### src/rtl/vector3_diff_normalize_or_zero_core_assert.svh
// Assertion macros for the vector difference normalizer.
`ifndef VECTOR3_DIFF_NORMALIZE_OR_ZERO_CORE_ASSERT_SVH
`define VECTOR3_DIFF_NORMALIZE_OR_ZERO_CORE_ASSERT_SVH

// ante holds in a cycle -> cons holds in the same cycle
`define V3DN_ASSERT_NOW(label, clk, rst, ante, cons) \
   label: assert property (@(posedge clk) disable iff (rst) (ante) |-> (cons)) \
      else $error("v3dn: same-cycle check failed");

// ante holds in a cycle -> cons holds in the next cycle
`define V3DN_ASSERT_NEXT(label, clk, rst, ante, cons) \
   label: assert property (@(posedge clk) disable iff (rst) (ante) |=> (cons)) \
      else $error("v3dn: next-cycle check failed");

`endif

### src/rtl/v3dn_pkg.sv
// Shared types and constants for the vector difference normalizer.
package v3dn_pkg;
   localparam int LANES = 3;
   localparam int QW = 15;   // quotient magnitude bits
   localparam int SW = 66;   // squared length bits
   localparam int RW = 98;   // remainder / partial product bits
   localparam int TW = 31;   // threshold bits
   localparam int FRONT_STAGES = 3;
   localparam int LATENCY = FRONT_STAGES + QW + 1;

   typedef struct packed {
      logic                      valid;
      logic                      zero;
      logic [LANES-1:0]          neg;
      logic [LANES-1:0][RW-1:0]  rem;
      logic [LANES-1:0][RW-1:0]  prod;
      logic [LANES-1:0][QW-1:0]  quo;
      logic [SW-1:0]             sum;
   } pipe_type;
endpackage

### src/rtl/v3dn_step.sv
// One quotient bit per lane: q^2*S <= d^2*2^30 tested by shift and subtract.
module v3dn_step #(
   parameter int BIT = v3dn_pkg::QW - 1
) (
   input  logic               clock,
   input  logic               reset,
   input  v3dn_pkg::pipe_type pipe_in,
   output v3dn_pkg::pipe_type pipe_out
);
   v3dn_pkg::pipe_type pipe_ff, next_in;

   always_comb begin
      logic [v3dn_pkg::RW-1:0] term;
      logic [v3dn_pkg::RW-1:0] sum_w;
      next_in = pipe_in;
      sum_w   = {{(v3dn_pkg::RW-v3dn_pkg::SW){1'b0}}, pipe_in.sum};
      for (int i = 0; i < v3dn_pkg::LANES; i++) begin
         term = (pipe_in.prod[i] << (BIT + 1)) + (sum_w << (2 * BIT));
         if (term <= pipe_in.rem[i]) begin
            next_in.rem[i]      = pipe_in.rem[i] - term;
            next_in.prod[i]     = pipe_in.prod[i] + (sum_w << BIT);
            next_in.quo[i][BIT] = 1'b1;
         end
      end
   end

   always_ff @(posedge clock) begin
      if (reset) begin
         pipe_ff.valid <= 1'b0;
      end else begin
         pipe_ff.valid <= next_in.valid;
      end
      pipe_ff.zero <= next_in.zero;
      pipe_ff.neg  <= next_in.neg;
      pipe_ff.rem  <= next_in.rem;
      pipe_ff.prod <= next_in.prod;
      pipe_ff.quo  <= next_in.quo;
      pipe_ff.sum  <= next_in.sum;
   end

   assign pipe_out = pipe_ff;
endmodule

### config.mk
export PLATFORM = sky130hd
export DESIGN_NAME = v3dn_step
export DESIGN_NICKNAME = d
export VERILOG_FILES = /design/src/rtl/vector3_diff_normalize_or_zero_core_assert.svh /design/src/rtl/v3dn_pkg.sv /design/src/rtl/v3dn_step.sv
export SDC_FILE = /design/constraint.sdc
export NUM_CORES = 2
export LEC_CHECK = 0
export BUFFER_PORTS_ARGS = -buffer_cell sky130_fd_sc_hd__buf_2
export CAP_MARGIN = 20
export CORE_AREA = 2 2 544 546
export DETAILED_ROUTE_END_ITERATION = 16
export DIE_AREA = 0 0 546 548
export PLACE_DENSITY = 0.39
export SETUP_SLACK_MARGIN = 0.15
export SLEW_MARGIN = 10
export SYNTH_ARGS = -nofsm -noshare
export SYNTH_HDL_FRONTEND = slang
export SYNTH_SLANG_ARGS = --single-unit
### constraint.sdc
create_clock -name clock -period 7.7 [get_ports clock]
set_input_delay 0.385 -clock clock [delete_from_list [all_inputs] [get_ports clock]]
set_output_delay 0.385 -clock clock [all_outputs]
set_load 0.01 [all_outputs]
==> run summary <==
core area - 293000 um2
Net Count, Synth - 8822
TritonCTS clock tree - yes
VDD IR max - 0.000171 V
setup ws final - 485 ps
final hold vios - 0
max reg flops - 704
asr flop ratio synth - 0%
number of global-route vias before repair - 65100
register bit total from synthesis - 704
Cells after Synth - 7462
PD cells - 239 nW/um2
die width - 546 um
Worst Max-Slew Pin Slew - 1120 ps
Final TNS setup - 0 ps
CTS buffer count - 101
Synth cell types - 96
GRT Util Overall - 23.4%
placed cells - 12600
number of flops mapped to enable cells by yosys - 0
launching element type of the critical path - input port
Die ar. - 299000 um2
Die Span Y - 548 um
Avg Vias per Cell - 4.83
CP dominant cell by count - a21oi_1
multi-input logic area - 41200 um2
layout cells sized above 1 - 19.6%
register area - 14100 um2
dominant synthesized flop cell - dfxtp_1
Final GP Congestion - 0.961
Tcrit/Tclk final - 93.7%
Clock Root Buffer - clkbuf_16
final wirelength - 368000 um
starting density of the core - 19.6%
compound-gate portion of the synthesized area - 28.5%
syn_area_per_cell - 7.69 um2
Mapped Area - 57400 um2
Slowest-stage cell, CP - dlygate4sd3_1
critical path's top delay family - compound AO/OA/AOI/OAI gates
Critical Path Start - pipe_in[222]
CTS HTree Levels - 3
CTS max path bufs - 4
CP Max Fanout - 9
Post-Synth Simple-Gate Area - 17.7%
Final nets - 10900
# IOs - 1410
Hold Slack - 35.4 ps
WL/cell - 27.2 um
post-synthesis mux area share - 0.841%
Final Util - 27.3%
CP max stage delay - 550 ps
Ys Warns - 0
post-layout min period - 7220 ps
std cell rows - 199
sequential share of the synthesized area - 24.5%
Detailed Routing Iterations Pass 1 - 7
crit end category - flip-flop
Fillers - 32200
worst path required time - 8410 ps
residual DRC count - 0
first-pass GRT wire length - 502000 um
vias - 65500
Post-Layout Cell Count - 13500
Worst Hold Endpoint - pipe_out[29]$_DFF_P_
largest family of logic cells by synthesized area - compound AO/OA/AOI/OAI gates
Final Slew Violations - 0
Port Buffers - 1409
largest area contributor in the netlist - dfxtp_1
hold depth - 1
initial antenna violation count - 109
Area after DPL - 69500 um2
crit path kind - input port to flip-flop
Syn-to-layout area delta - 39.4%
Worst Hold Class - input port to flip-flop
synth top area cells - dfxtp_1 (25%), ha_1 (14%), a21oi_1 (7.7%)
worst path arrival time - 7930 ps
Routed Antenna Nets - 0
Post-Synth XOR/XNOR Area - 10.2%
Synth Area in Adders - 14.4%
Pwr Total - 19.2 mW
clock sink total - 704
max-cap viol count - 0
RSZ-0062 raised after global routing - false
run status - finished clean
drt first-iter violations - 4189
dpl ws - 5.25 ps
leakage - 36.5 nW
# setup viols final - 0
Max Freq - 139 MHz
global route total overflow - 0
largest net degree at the start of global routing - 163
CTS clk-pin slew, worst paths - 60 ps
Bufs and invs on worst path - 4
Max-slew headroom - 24.1%
Hold Path Origin - pipe_in[29]
HPWL Detailed - 315000 um
Synth top area share - 24.5%
final instance area - 80000 um2
==> cells in the final DEF, fill, tap and decap left out, drive strengths merged, types with 30 or more instances in the layout <==
cell type | netlist | routed
buf | 71 | 1593
a21oi | 880 | 880
nand2 | 815 | 815
dfxtp | 704 | 704
dlygate4sd3 | 0 | 683
o21ai | 659 | 659
ha | 645 | 645
nor2 | 545 | 545
a21o | 416 | 416
xnor2 | 348 | 348
xor2 | 321 | 321
inv | 218 | 221
nand4 | 209 | 209
clkbuf | 275 | 129
o21bai | 127 | 127
nand3 | 122 | 122
nor3 | 101 | 101
nor2b | 79 | 79
a31oi | 70 | 70
o21a | 69 | 69
nand2b | 69 | 69
a211oi | 60 | 60
and3 | 59 | 59
o31ai | 53 | 53
diode | 0 | 50
mux2 | 42 | 42
nor4 | 39 | 39
and2 | 37 | 37
a21boi | 36 | 36
or3 | 32 | 32
o211ai | 30 | 30
==> worst max path at each step <==
| stage | slack [ps] | to | cells past startpoint |
|---|---|---|---|
| after floorplan | 1860 | pipe_out[196]$_DFF_P_ | 28 |
| after global placement | -60 | pipe_out[257]$_DFF_P_ | 26 |
| after detailed placement | 5 | pipe_out[269]$_DFF_P_ | 26 |
| after CTS | 160 | pipe_out[296]$_DFF_P_ | 26 |
| after global routing | 140 | pipe_out[196]$_DFF_P_ | 30 |
| final | 480 | pipe_out[301]$_DFF_P_ | 27 |
==> metal layers <==
layer  vias to the layer above  wire [um]  share of wire [%]  track usage [%]
met4                        32      17500                4.8             9.41
met3                       546      22700                6.2             4.97
met2                      2249     172000                 47             39.9
met1                     31300     156000                 42             28.6
li1                      31300          -                  -                -
met5                         -        194              0.053                0
==> area by class of cell <==
type	instances	share of cell area, %
Clock buffer	129	3.51
Clock inverter	51	0.880
Tap cell	3919	6.13
Antenna cell	50	0.156
Sequential cell	704	17.6
Timing Repair Buffer	2276	19.2
Inverter	218	1.02
Multi-Input combinational cell	6194	51.5
==> cells in the mapped netlist, types with 51 or more instances <==
cell type / number
o31ai_1: 51
a31oi_1: 68
nor2_1: 545
and3_1: 59
clkbuf_1: 272
nand2_1: 814
xor2_1: 321
dfxtp_1: 704
ha_1: 645
a21oi_1: 880
nand4_1: 209
a211oi_1: 60
nor3_1: 94
nand2b_1: 69
xnor2_1: 348
buf_2: 61
nand3_1: 122
o21ai_1: 105
nor2b_1: 79
inv_1: 218
o21ai_0: 554
a21o_1: 416
o21bai_1: 126
o21a_1: 69
==> power breakdown <==
group	internal, mW	leakage, nW	switching, mW
Sequential	4.40	5.94	0.403
Clock	3.07	1.69	2.05
Combinational	3.43	28.8	5.82
==> cell families (layout without fill, tap and decap cells) <==
| kind of cell | after synthesis | count (layout) |
|---|---|---|
| AO/OA/AOI/OAI | 2643 | 2643 |
| AND/OR/NAND/NOR | 2185 | 2185 |
| flip-flops | 704 | 704 |
| XOR/XNOR | 669 | 669 |
| adder cells (fa/ha/maj) | 654 | 654 |
| buffers and inverters | 564 | 2674 |
| multiplexers | 43 | 43 |
| other | 0 | 50 |
==> repair_timing <==
action	4_1_cts	5_1_grt
hold buffers	682	1
endpoints found under the setup margin	0	29
setup buffers	0	2
hold endpoints to repair	645	1
resized for setup	0	14
Note: power is estimated with default switching activity, not from simulation.
